==> src/hdl/ppmd_pkg.sv <==
// Package for the PPM P6 stream decoder: request types, result codes,
// character codes and parse phases. No dependencies.
package ppmd_pkg;

  // Default sizes, handed to the top level's parameters
  localparam int unsigned MAX_DIMENSION_DEF = 1000000;
  localparam int unsigned TOKEN_BUFFER_DEF  = 64;

  // Result queue depth (holds the two results one byte can cause, plus slack)
  localparam int unsigned QDEPTH = 4;

  // Result kinds
  localparam logic [1:0] KIND_HEADER = 2'd0;
  localparam logic [1:0] KIND_PIXEL  = 2'd1;
  localparam logic [1:0] KIND_ERROR  = 2'd2;

  // Error codes (the header ones equal the token number that failed)
  localparam logic [2:0] ERR_MAGIC  = 3'd0;
  localparam logic [2:0] ERR_WIDTH  = 3'd1;
  localparam logic [2:0] ERR_HEIGHT = 3'd2;
  localparam logic [2:0] ERR_MAXVAL = 3'd3;
  localparam logic [2:0] ERR_SHORT  = 3'd4;

  // Character codes
  localparam logic [7:0] CH_TAB   = 8'h09;
  localparam logic [7:0] CH_CR    = 8'h0D;
  localparam logic [7:0] CH_LF    = 8'h0A;
  localparam logic [7:0] CH_SPACE = 8'h20;
  localparam logic [7:0] CH_HASH  = 8'h23;
  localparam logic [7:0] CH_PLUS  = 8'h2B;
  localparam logic [7:0] CH_MINUS = 8'h2D;
  localparam logic [7:0] CH_ZERO  = 8'h30;
  localparam logic [7:0] CH_NINE  = 8'h39;
  localparam logic [7:0] CH_SIX   = 8'h36;
  localparam logic [7:0] CH_P     = 8'h50;

  localparam logic [7:0] ALPHA_OPAQUE = 8'hFF;
  localparam logic [7:0] MAXVAL_LIMIT = 8'd255;

  // Parse phases
  typedef enum logic [5:0] {
    PH_SKIP         = 6'b000001,
    PH_COMMENT      = 6'b000010,
    PH_TOKEN        = 6'b000100,
    PH_COMMENT_DATA = 6'b001000,
    PH_DATA         = 6'b010000,
    PH_DONE         = 6'b100000
  } phase_t;

  // Input request
  typedef struct packed {
    logic [7:0] data_byte;
    logic       end_of_file;
  } in_item_t;

  // Result request
  typedef struct packed {
    logic [1:0]  kind;
    logic [19:0] image_width;
    logic [19:0] image_height;
    logic [7:0]  max_sample;
    logic [7:0]  red;
    logic [7:0]  green;
    logic [7:0]  blue;
    logic [7:0]  alpha;
    logic [2:0]  error_code;
    logic        final_res;
  } out_item_t;

  // Up to two results from one byte, first one always filled first
  typedef struct packed {
    logic      first_vld;
    logic      second_vld;
    out_item_t first;
    out_item_t second;
  } res_pair_t;

endpackage

==> src/hdl/ppmd_outq.sv <==
// Result queue of the PPM P6 stream decoder: takes up to two results a
// cycle, hands one a cycle to the output channel while out_stall is low. Depends on ppmd_pkg.
module ppmd_outq (
  input  logic                clk,
  input  logic                rst_n,
  input  ppmd_pkg::res_pair_t push,
  output logic                room,
  output logic                out_valid,
  input  logic                out_stall,
  output ppmd_pkg::out_item_t out_data
);

  localparam int unsigned AW = $clog2(ppmd_pkg::QDEPTH);
  localparam int unsigned NW = $clog2(ppmd_pkg::QDEPTH + 1);

  ppmd_pkg::out_item_t mem_r [ppmd_pkg::QDEPTH];
  logic [AW-1:0] wr_ptr_r, wr_ptr_nxt;
  logic [AW-1:0] rd_ptr_r, rd_ptr_nxt;
  logic [NW-1:0] count_r, count_nxt;
  logic [AW-1:0] wr_ptr_p1;
  logic          pop;
  logic [NW-1:0] push_n;

  // Room for two more results
  assign room      = count_r <= NW'(ppmd_pkg::QDEPTH - 2);
  assign out_valid = count_r != '0;
  assign out_data  = mem_r[rd_ptr_r];
  assign pop       = out_valid && !out_stall;
  assign wr_ptr_p1 = wr_ptr_r + AW'(1);
  assign push_n    = NW'(push.first_vld) + NW'(push.second_vld);

  // Advance pointers and count
  always_comb begin
    wr_ptr_nxt = wr_ptr_r + AW'(push_n);
    rd_ptr_nxt = pop ? rd_ptr_r + AW'(1) : rd_ptr_r;
    count_nxt  = count_r + push_n - NW'(pop);
  end

  always_ff @(posedge clk) begin
    if (!rst_n) begin
      wr_ptr_r <= '0;
      rd_ptr_r <= '0;
      count_r  <= '0;
    end else begin
      wr_ptr_r <= wr_ptr_nxt;
      rd_ptr_r <= rd_ptr_nxt;
      count_r  <= count_nxt;
    end
  end

  // Write storage
  always_ff @(posedge clk) begin
    if (push.first_vld) begin
      mem_r[wr_ptr_r] <= push.first;
    end
    if (push.second_vld) begin
      mem_r[wr_ptr_p1] <= push.second;
    end
  end

endmodule

==> src/hdl/ppmd_core.sv <==
// Parser core of the PPM P6 stream decoder: input register, header token
// parser and pixel assembler. Depends on ppmd_pkg.
module ppmd_core #(
  parameter int unsigned MAX_DIMENSION = ppmd_pkg::MAX_DIMENSION_DEF,
  parameter int unsigned TOKEN_BUFFER  = ppmd_pkg::TOKEN_BUFFER_DEF
) (
  input  logic                clk,
  input  logic                rst_n,
  input  logic                in_valid,
  output logic                in_stall,
  input  ppmd_pkg::in_item_t  in_data,
  input  logic                room,
  output ppmd_pkg::res_pair_t push
);

  localparam int unsigned VALUE_CAP = (MAX_DIMENSION > 255 ? MAX_DIMENSION : 255) + 1;
  localparam int unsigned VW = $clog2(VALUE_CAP + 1);
  localparam int unsigned XW = VW + 4;
  localparam int unsigned DW = $clog2(MAX_DIMENSION + 1);
  localparam int unsigned PW = 2 * DW;
  localparam int unsigned CW = $clog2(TOKEN_BUFFER);

  // Input register
  ppmd_pkg::in_item_t item_r;
  logic               in_vld_r;
  logic               take;
  logic               load;

  // Parser state
  ppmd_pkg::phase_t ph_r, ph_nxt;
  logic [1:0]    tn_r, tn_nxt;
  logic [CW-1:0] chars_r, chars_nxt;
  logic [1:0]    magic_r, magic_nxt;
  logic [VW-1:0] nval_r, nval_nxt;
  logic          neg_r, neg_nxt;
  logic          dig_r, dig_nxt;
  logic          stop_r, stop_nxt;
  logic [DW-1:0] wid_r, wid_nxt;
  logic [DW-1:0] hgt_r, hgt_nxt;
  logic [7:0]    maxv_r, maxv_nxt;
  logic [PW-1:0] pix_r, pix_nxt;
  logic [1:0]    comp_r, comp_nxt;
  logic [7:0]    hred_r, hred_nxt;
  logic [7:0]    hgrn_r, hgrn_nxt;

  // Byte classes
  logic [7:0] c;
  logic       eof;
  logic       is_sp;
  logic       is_hash;
  logic       is_lf;
  logic       is_digit;
  logic       is_sign;

  // Character accept
  logic [CW-1:0] ab_chars;
  logic [1:0]    ab_magic;
  logic [VW-1:0] ab_nval;
  logic          ab_neg;
  logic          ab_dig;
  logic          ab_stop;
  logic [CW-1:0] ac_chars;
  logic [1:0]    ac_magic;
  logic [VW-1:0] ac_nval;
  logic          ac_neg;
  logic          ac_dig;
  logic          ac_stop;
  logic [XW-1:0] nv_sum;

  // Step outcome
  ppmd_pkg::phase_t ph1;
  logic [CW-1:0] chars1;
  logic [1:0]    magic1;
  logic [VW-1:0] nval1;
  logic          neg1;
  logic          dig1;
  logic          stop1;
  logic          fin_main;
  logic          do_fin;
  logic          fin_ok;
  logic          dim_ok;
  logic          pix_emit;
  logic          pix_last;
  logic [PW-1:0] pix_dec;
  logic          err_emit;
  logic [2:0]    err_code;
  logic          fin_emit;
  ppmd_pkg::out_item_t res_a;
  ppmd_pkg::out_item_t res_b;

  assign c        = item_r.data_byte;
  assign eof      = item_r.end_of_file;
  assign is_sp    = (c == ppmd_pkg::CH_SPACE) ||
                    (c >= ppmd_pkg::CH_TAB && c <= ppmd_pkg::CH_CR);
  assign is_hash  = c == ppmd_pkg::CH_HASH;
  assign is_lf    = c == ppmd_pkg::CH_LF;
  assign is_digit = c >= ppmd_pkg::CH_ZERO && c <= ppmd_pkg::CH_NINE;
  assign is_sign  = (c == ppmd_pkg::CH_PLUS) || (c == ppmd_pkg::CH_MINUS);

  // Hold a request while the result queue lacks room for two results
  assign take     = in_vld_r && room;
  assign in_stall = in_vld_r && !room;
  assign load     = in_valid && !in_stall;

  always_ff @(posedge clk) begin
    if (!rst_n) begin
      in_vld_r <= 1'b0;
    end else if (load) begin
      in_vld_r <= 1'b1;
    end else if (take) begin
      in_vld_r <= 1'b0;
    end
  end

  always_ff @(posedge clk) begin
    if (load) begin
      item_r <= in_data;
    end
  end

  // Accept one token character; a new token starts from a cleared state
  always_comb begin
    ab_chars = (ph_r == ppmd_pkg::PH_SKIP) ? '0 : chars_r;
    ab_magic = (ph_r == ppmd_pkg::PH_SKIP) ? '0 : magic_r;
    ab_nval  = (ph_r == ppmd_pkg::PH_SKIP) ? '0 : nval_r;
    ab_neg   = (ph_r == ppmd_pkg::PH_SKIP) ? 1'b0 : neg_r;
    ab_dig   = (ph_r == ppmd_pkg::PH_SKIP) ? 1'b0 : dig_r;
    ab_stop  = (ph_r == ppmd_pkg::PH_SKIP) ? 1'b0 : stop_r;
    nv_sum   = (XW'(ab_nval) << 3) + (XW'(ab_nval) << 1) + XW'(c - ppmd_pkg::CH_ZERO);
    ac_chars = ab_chars;
    ac_magic = ab_magic;
    ac_nval  = ab_nval;
    ac_neg   = ab_neg;
    ac_dig   = ab_dig;
    ac_stop  = ab_stop;
    // Drop characters beyond the token buffer
    if (ab_chars < CW'(TOKEN_BUFFER - 1)) begin
      ac_chars = ab_chars + CW'(1);
      if (ab_chars == CW'(0) && c == ppmd_pkg::CH_P && ab_magic == 2'd0) begin
        ac_magic = 2'd1;
      end else if (ab_chars == CW'(1) && c == ppmd_pkg::CH_SIX && ab_magic == 2'd1) begin
        ac_magic = 2'd2;
      end
      if (ab_chars == CW'(0) && is_sign) begin
        ac_neg = ab_neg || (c == ppmd_pkg::CH_MINUS);
      end else if (is_digit && !ab_stop) begin
        ac_nval = (nv_sum > XW'(VALUE_CAP)) ? VW'(VALUE_CAP) : nv_sum[VW-1:0];
        ac_dig  = 1'b1;
      end else begin
        ac_stop = 1'b1;
      end
    end
  end

  // Check the finished token
  assign dim_ok = !stop1 && !neg1 && dig1 && nval1 >= VW'(1) &&
                  nval1 <= VW'(MAX_DIMENSION);

  always_comb begin
    case (tn_r)
      2'd0:    fin_ok = chars1 == CW'(2) && magic1 == 2'd2;
      2'd1:    fin_ok = dim_ok;
      2'd2:    fin_ok = dim_ok;
      default: fin_ok = !neg1 && nval1 >= VW'(1) && nval1 <= VW'(ppmd_pkg::MAXVAL_LIMIT);
    endcase
  end

  // Advance the parser by one byte
  always_comb begin
    ph1      = ph_r;
    chars1   = chars_r;
    magic1   = magic_r;
    nval1    = nval_r;
    neg1     = neg_r;
    dig1     = dig_r;
    stop1    = stop_r;
    fin_main = 1'b0;
    pix_emit = 1'b0;
    pix_dec  = (pix_r != '0) ? pix_r - PW'(1) : pix_r;
    pix_last = pix_dec == '0;
    comp_nxt = comp_r;
    hred_nxt = hred_r;
    hgrn_nxt = hgrn_r;
    pix_nxt  = pix_r;
    unique case (ph_r)
      ppmd_pkg::PH_SKIP: begin
        if (is_hash) begin
          ph1 = ppmd_pkg::PH_COMMENT;
        end else if (!is_sp) begin
          chars1 = ac_chars;
          magic1 = ac_magic;
          nval1  = ac_nval;
          neg1   = ac_neg;
          dig1   = ac_dig;
          stop1  = ac_stop;
          ph1    = ppmd_pkg::PH_TOKEN;
        end
      end
      ppmd_pkg::PH_COMMENT: begin
        if (is_lf) begin
          ph1 = ppmd_pkg::PH_SKIP;
        end
      end
      ppmd_pkg::PH_TOKEN: begin
        if (is_sp || is_hash) begin
          fin_main = 1'b1;
        end else begin
          chars1 = ac_chars;
          magic1 = ac_magic;
          nval1  = ac_nval;
          neg1   = ac_neg;
          dig1   = ac_dig;
          stop1  = ac_stop;
        end
      end
      ppmd_pkg::PH_COMMENT_DATA: begin
        if (is_lf) begin
          ph1 = ppmd_pkg::PH_DATA;
        end
      end
      ppmd_pkg::PH_DATA: begin
        if (comp_r == 2'd0) begin
          hred_nxt = c;
          comp_nxt = 2'd1;
        end else if (comp_r == 2'd1) begin
          hgrn_nxt = c;
          comp_nxt = 2'd2;
        end else begin
          comp_nxt = 2'd0;
          pix_nxt  = pix_dec;
          pix_emit = 1'b1;
          if (pix_last) begin
            ph1 = ppmd_pkg::PH_DONE;
          end
        end
      end
      ppmd_pkg::PH_DONE: begin
      end
      default: begin
      end
    endcase

    // Finish a token on a delimiter, or on end of file inside it
    do_fin    = fin_main || (eof && ph1 == ppmd_pkg::PH_TOKEN);
    ph_nxt    = ph1;
    tn_nxt    = tn_r;
    wid_nxt   = wid_r;
    hgt_nxt   = hgt_r;
    maxv_nxt  = maxv_r;
    fin_emit  = 1'b0;
    if (do_fin) begin
      if (!fin_ok) begin
        fin_emit = 1'b1;
        ph_nxt   = ppmd_pkg::PH_DONE;
      end else if (tn_r == 2'd3) begin
        maxv_nxt = nval1[7:0];
        pix_nxt  = PW'(wid_r) * PW'(hgt_r);
        comp_nxt = 2'd0;
        fin_emit = 1'b1;
        ph_nxt   = (fin_main && is_hash) ? ppmd_pkg::PH_COMMENT_DATA : ppmd_pkg::PH_DATA;
      end else begin
        if (tn_r == 2'd1) begin
          wid_nxt = nval1[DW-1:0];
        end
        if (tn_r == 2'd2) begin
          hgt_nxt = nval1[DW-1:0];
        end
        tn_nxt = tn_r + 2'd1;
        ph_nxt = (fin_main && is_hash) ? ppmd_pkg::PH_COMMENT : ppmd_pkg::PH_SKIP;
      end
    end

    // Build the pixel, header or header error result
    res_a            = '0;
    res_a.image_width  = 20'(wid_nxt);
    res_a.image_height = 20'(hgt_nxt);
    res_a.max_sample   = maxv_nxt;
    if (pix_emit) begin
      res_a.kind      = ppmd_pkg::KIND_PIXEL;
      res_a.red       = hred_r;
      res_a.green     = hgrn_r;
      res_a.blue      = c;
      res_a.alpha     = ppmd_pkg::ALPHA_OPAQUE;
      res_a.final_res = pix_last;
    end else if (fin_ok) begin
      res_a.kind = ppmd_pkg::KIND_HEADER;
    end else begin
      res_a.kind       = ppmd_pkg::KIND_ERROR;
      res_a.error_code = {1'b0, tn_r};
      res_a.final_res  = 1'b1;
    end

    // End of file: report a missing token or short data
    err_emit = 1'b0;
    err_code = ppmd_pkg::ERR_SHORT;
    if (eof) begin
      if (ph_nxt == ppmd_pkg::PH_SKIP || ph_nxt == ppmd_pkg::PH_COMMENT) begin
        err_emit = 1'b1;
        err_code = {1'b0, tn_nxt};
      end else if (ph_nxt == ppmd_pkg::PH_DATA || ph_nxt == ppmd_pkg::PH_COMMENT_DATA) begin
        err_emit = 1'b1;
      end
    end
    res_b              = '0;
    res_b.kind         = ppmd_pkg::KIND_ERROR;
    res_b.image_width  = 20'(wid_nxt);
    res_b.image_height = 20'(hgt_nxt);
    res_b.max_sample   = maxv_nxt;
    res_b.error_code   = err_code;
    res_b.final_res    = 1'b1;
  end

  // Hand results to the queue, packed toward the first slot
  always_comb begin
    push = '0;
    if (take) begin
      if (pix_emit || fin_emit) begin
        push.first_vld  = 1'b1;
        push.first      = res_a;
        push.second_vld = err_emit;
        push.second     = res_b;
      end else begin
        push.first_vld  = err_emit;
        push.first      = res_b;
      end
    end
  end

  // Update state; end of file returns everything to the reset state
  always_ff @(posedge clk) begin
    if (!rst_n || (take && eof)) begin
      ph_r    <= ppmd_pkg::PH_SKIP;
      tn_r    <= '0;
      chars_r <= '0;
      magic_r <= '0;
      nval_r  <= '0;
      neg_r   <= 1'b0;
      dig_r   <= 1'b0;
      stop_r  <= 1'b0;
      wid_r   <= '0;
      hgt_r   <= '0;
      maxv_r  <= '0;
      pix_r   <= '0;
      comp_r  <= '0;
      hred_r  <= '0;
      hgrn_r  <= '0;
    end else if (take) begin
      ph_r    <= ph_nxt;
      tn_r    <= tn_nxt;
      chars_r <= chars1;
      magic_r <= magic1;
      nval_r  <= nval1;
      neg_r   <= neg1;
      dig_r   <= dig1;
      stop_r  <= stop1;
      wid_r   <= wid_nxt;
      hgt_r   <= hgt_nxt;
      maxv_r  <= maxv_nxt;
      pix_r   <= pix_nxt;
      comp_r  <= comp_nxt;
      hred_r  <= hred_nxt;
      hgrn_r  <= hgrn_nxt;
    end
  end

endmodule

==> src/hdl/ppm_p6_stream_decoder.sv <==
// Top level of the PPM P6 stream decoder: parser core and result queue.
// Depends on ppmd_pkg, ppmd_core and ppmd_outq.
//
// Usage: feed the file one byte per request on the in_ channel, with
// end_of_file set on its last byte. The out_ channel returns a header
// result once width, height and maxval are parsed, then one RGBA pixel per
// three data bytes (alpha 255, maxval not applied), or an error result.
// A byte flagged end_of_file puts the parser back in its reset state for
// the next file.
// A result passes the input register, then the result queue, before it
// is valid on out_; while the queue lacks room, the byte waits in the
// input register. Throughput: one byte per cycle while in_stall is low.
// One byte can cause two results; the four-entry result queue absorbs
// them, and in_stall rises only while the queue holds more than two
// results, i.e. while the receiver stalls.
// Reset (rst_n low at a clock edge) empties the queue and input register
// and returns the parser to look for the magic token.
// While out_stall is high the front result holds on out_data.
module ppm_p6_stream_decoder #(
  parameter int unsigned MAX_DIMENSION = ppmd_pkg::MAX_DIMENSION_DEF,
  parameter int unsigned TOKEN_BUFFER  = ppmd_pkg::TOKEN_BUFFER_DEF
) (
  input  logic                clk,
  input  logic                rst_n,
  input  logic                in_valid,
  output logic                in_stall,
  input  ppmd_pkg::in_item_t  in_data,
  output logic                out_valid,
  input  logic                out_stall,
  output ppmd_pkg::out_item_t out_data
);

  ppmd_pkg::res_pair_t push;
  logic                room;

  // Parse bytes
  ppmd_core #(
    .MAX_DIMENSION (MAX_DIMENSION),
    .TOKEN_BUFFER  (TOKEN_BUFFER)
  ) u_core (
    .clk      (clk),
    .rst_n    (rst_n),
    .in_valid (in_valid),
    .in_stall (in_stall),
    .in_data  (in_data),
    .room     (room),
    .push     (push)
  );

  // Queue results toward the receiver
  ppmd_outq u_outq (
    .clk       (clk),
    .rst_n     (rst_n),
    .push      (push),
    .room      (room),
    .out_valid (out_valid),
    .out_stall (out_stall),
    .out_data  (out_data)
  );

endmodule
==> config.mk <==
export PLATFORM = sky130hd
export DESIGN_NAME = ppm_p6_stream_decoder
export DESIGN_NICKNAME = d
export VERILOG_FILES = /design/src/hdl/ppmd_pkg.sv /design/src/hdl/ppmd_outq.sv /design/src/hdl/ppmd_core.sv /design/src/hdl/ppm_p6_stream_decoder.sv
export SDC_FILE = /design/constraint.sdc
export NUM_CORES = 2
export LEC_CHECK = 0
export BUFFER_PORTS_ARGS = -buffer_cell sky130_fd_sc_hd__buf_2
export CORE_ASPECT_RATIO = 0.6
export CORE_UTILIZATION = 50
export DETAILED_ROUTE_END_ITERATION = 6
export PLACE_DENSITY = 0.69
export SLEW_MARGIN = 15
export SYNTH_ARGS = -nofsm -noshare
export SYNTH_HDL_FRONTEND = slang
export SYNTH_HIERARCHICAL = 1
export SYNTH_SLANG_ARGS = --single-unit
export TNS_END_PERCENT = 50
==> constraint.sdc <==
create_clock -name clk -period 14.3 [get_ports clk]
set_clock_uncertainty 0.05 [all_clocks]
set_input_delay 0.715 -clock clk [delete_from_list [all_inputs] [get_ports clk]]
set_output_delay 0.715 -clock clk [all_outputs]
set_load 0.03 [all_outputs]
==> impl_results.md <==
- Reg-to-Reg Start: u_core/c[5]
- Die Span X: approximately 380 um
- Post-synth EDFFs: 353
- Leakage: ~19 nW
- PostCTS Resize Cnt: 0
- Die area: roughly 85,000 um^2
- Dpl ws: around 4600 ps
- Largest net degree at the start of global routing: 77
- Max Fclk: 0.09994 GHz
- WHS Endpoint: u_core/eof
- Synth unique cells: between 90 and 100
- CP Launch Type: flip-flop
- HPWL after detailed placement: about 84,000 um
- Multi-input gate area: about 26,000 um^2
- Max Slew Vio Count: 0
- Top_reg_cell synth: edfxtp_1
- Switching Fraction: 0.3380
- Number of H-tree levels: 2
- Row cnt: 81
- Setup TNS Final: 0 ps
- Fillers: 7,193
- Via count: ~31,000
- Starting Density: 0.5105
- Sequential area share after synthesis: 0.3258
- Final setup fails: 0
- R2R Path End: u_outq/mem_r[1][45]
- Hold Startpoint: in_data[0]
- YS warnings: 6
- Part of the power in registers: 0.408
- Crit path DAT: 10,160 ps
- Worst R2R Path Depth: 23
- Worst-Skew Late Latency: slightly below 600 ps
- Net Switching: around 1.4 mW
- Crit path kind: flip-flop to flip-flop
- Vias in the first global route: about 30,000
- First-pass iteration count of the detailed router: 6
- GP Congestion: approximately 0.97
- Cts bufs inserted: 45
- First-pass GRT wire length: about 180,000 um
- Hold-fix buffers, CTS: 0
- Hold Fails Final Rpt: 0
- CTS root buf: clkbuf_16
- Slew @ Worst Pin: approximately 1200 ps
- Total GRT Usage: 0.2803
- Drt wl/cell: between 20 and 25 um
- Max-Slew Margin vs Limit: 0.2022
- Final WS setup: ~4300 ps
- Final core utilization: 0.5450
- Clock Sinks: ~500
- Global route overflow: 0
- Min Clock Period, post-route: about 10,000 ps
- Total of max-cap violations: 0
- Worst hold-check path type: input port to flip-flop
- Crit path max fanout: 35
- Area Growth Syn to Fin: 6.764%
- Power Density: between 90 and 100 nW/um^2
- Reg2reg setup slack: about 4300 ps
- Port bufs: 100
- Vias per Instance: 5.958
- Synth Instances: a little over 4,000
- DRC Markers: 0
- Mapped cell area: roughly 42,000 um^2
- CTS tree: built
- Tcrit/Tclk final: 0.6997
- Final ANT Viol Nets: 0
- Post-CTS setup buffer count: 0
- Clk buf depth: 3
- Layout cells sized above 1: 0.1737
- Worst Setup End Kind: flip-flop
- RSZ-0062 raised after global routing: false
- Die span in y: between 200 and 250 um
- VDD IR max: around 0.1 mV
- Hold depth: 1
- Status: complete, no violations
- Int Power: ~2.7 mW
- # IOs: 101
- Core ar.: a little over 80,000 um^2
- Comb pwr share: 0.276
- Reg area: about 14,000 um^2
- Clock transition at the registers of the reported paths: about 70 ps
- 1st-iter DRT viols: 3,442
- Drt total wl: around 120,000 um
- Critical Path RT: 14,450 ps
- Syn_area_per_cell: around 10 um^2
- # nets final: between 4,000 and 5,000
- Clk pwr share: 0.316
- FFs w/ async S/R, synth: 0
- Post-synthesis register bit count: just over 500
- Antenna violations before repair: 4
[sequential cells by signal, indices dropped and copies added, names as in the netlist, 2 cells and up, named ones only]
name and flops:
u_core/c 8, u_core/chars_r 6, u_core/comp_r 2, u_core/hgrn_r 8
u_core/hgt_r 20, u_core/hred_r 8, u_core/magic_r 2, u_core/maxv_r 8
u_core/nval_r 20, u_core/ph_r 6, u_core/pix_r 40, u_core/tn_r 2
u_core/wid_r 20, u_outq/count_r 3, u_outq/mem_r 344, u_outq/rd_ptr_r 2
u_outq/wr_ptr_r 2
[synthesized netlist by cell type (all sizes together) (14+ instances only)]
cell type	number	area (um^2)
inv	408	1531
nand2	406	1526
edfxtp	353	10600
mux2	344	3874
fa	337	6746
nor2	279	1047
ha	195	2440
and2	172	1076
clkbuf	169	634.4
dfxtp	155	3103
a21oi	131	659.4
o21ai	129	649.4
buf	121	785.8
mux4	86	1937
nor3	81	415.4
nand3	77	390.4
mux2i	75	750.7
xnor2	38	332.8
and3	34	212.7
xor2	28	245.2
o22ai	27	168.9
a21o	26	195.2
nor4	24	162.7
nand2b	22	137.6
or3	22	137.6
o21a	19	142.6
or2	19	121.4
a22oi	18	135.1
or4	18	138.9
a211oi	17	140.1
nor2b	15	93.84
nand4	14	87.58
o211ai	14	120.1
[routing by layer]
metal / GRT usage / up-vias / part of all wire
li1: - / 13741 / -
met1: 0.4398 / 15310 / 0.47
met2: 0.3810 / 1517 / 0.39
met3: 0.08783 / 102 / 0.13
met4: 0.03501 / 2 / 0.011
met5: 0 / - / 0.00011
[stage by stage]
step                area [um^2]  power (mW)  cells  hold slack (ps)
finish                    44910       4.135   5148            253.2
global route              44900       4.290   5145            231.6
CTS                       44900       4.138   5145            231.9
detailed placement        43370       2.842   5063            412.2
global placement          43370       2.837   5063            405.3
floorplan                 42190       2.518   4055            389.0
[how the worst max path moves through the flow]
stage / startpoint / slack, ps / end / cells past startpoint
global route: u_core/c[4] / 3840 / u_outq/mem_r[1][40] / 23
finish: u_core/c[5] / 4290 / u_outq/mem_r[1][45] / 23
global placement: u_core/c[4] / 4690 / u_outq/mem_r[1][56] / 24
floorplan: u_core/ph_r[3] / 870 / u_outq/mem_r[2][0] / 27
CTS: u_core/c[4] / 4500 / u_outq/mem_r[1][40] / 23
detailed placement: u_core/c[4] / 4570 / u_outq/mem_r[1][56] / 23
[area by class of cell]
class / instances / area share
flip-flops and latches: 508 / 0.3053
inverters: 408 / 0.03410
repair buffers: 178 / 0.02446
diodes: 3 / 0.0001672
well taps: 1120 / 0.03120
clock buffers: 65 / 0.02836
clock inverters: 17 / 0.005711
multi-input cells: 2849 / 0.5707
[cells in the final DEF (no fill, tap or decap), types with 15 or more instances in the layout]
cell type,netlist,routed
nand2_1,405,400
clkbuf_16,0,47
mux4_2,86,86
ha_1,195,195
buf_4,59,77
or2_2,15,15
nand3_1,76,75
mux2_1,40,40
edfxtp_1,353,353
a21oi_1,130,130
o22ai_1,27,27
nor3_1,79,79
a22oi_1,18,18
xor2_1,28,28
and3_1,34,34
clkbuf_1,169,15
buf_2,46,100
conb_1,1,35
a211oi_1,16,16
or3_1,22,22
or4_1,17,17
nor4_1,22,21
and2_1,172,170
o21a_1,19,19
mux2i_1,75,75
nand2b_1,22,22
mux2_2,304,304
o21ai_0,120,119
xnor2_1,38,38
nor2_1,279,277
a21o_1,26,26
fa_1,337,337
dfxtp_1,155,153
inv_1,408,408
[power by group through the flow]
stage                     clock, mW  sequential (mW)  combinational, mW
after global routing           1.38             1.69               1.22
final                          1.31             1.69               1.14
after floorplan                   0             1.69              0.833
after global placement            0             1.72               1.12
after CTS                      1.32             1.69               1.13
after detailed placement          0             1.72               1.13
[critical path: stages (launching register included)]
cell,delay (ps)
edfxtp_1,480
ha_1,300
or3_1,370
inv_1,570
fa_1,560
ha_1,390
o21ai_0,210
or4_1,530
o211a_2,210
o311ai_1,590
nor3_1,170
a211o_1,460
and2_1,330
a2111o_1,460
o31a_1,350
o211a_2,170
nor3_1,210
a221oi_2,80
o32ai_1,580
and2_1,420
mux2i_1,240
nor2_4,690
buf_4,540
buf_4,570
[cells by family after synthesis]
| family | share of synthesized area |
|---|---|
| AO/OA/AOI/OAI | 0.07877 |
| XOR/XNOR | 0.01374 |
| adder cells (fa/ha/maj) | 0.2184 |
| buffers and inverters | 0.07017 |
| flip-flops | 0.3258 |
| multiplexers | 0.1560 |
| other | 0.00008915 |
| AND/OR/NAND/NOR | 0.1371 |
Power figures use the tool's default switching activity.
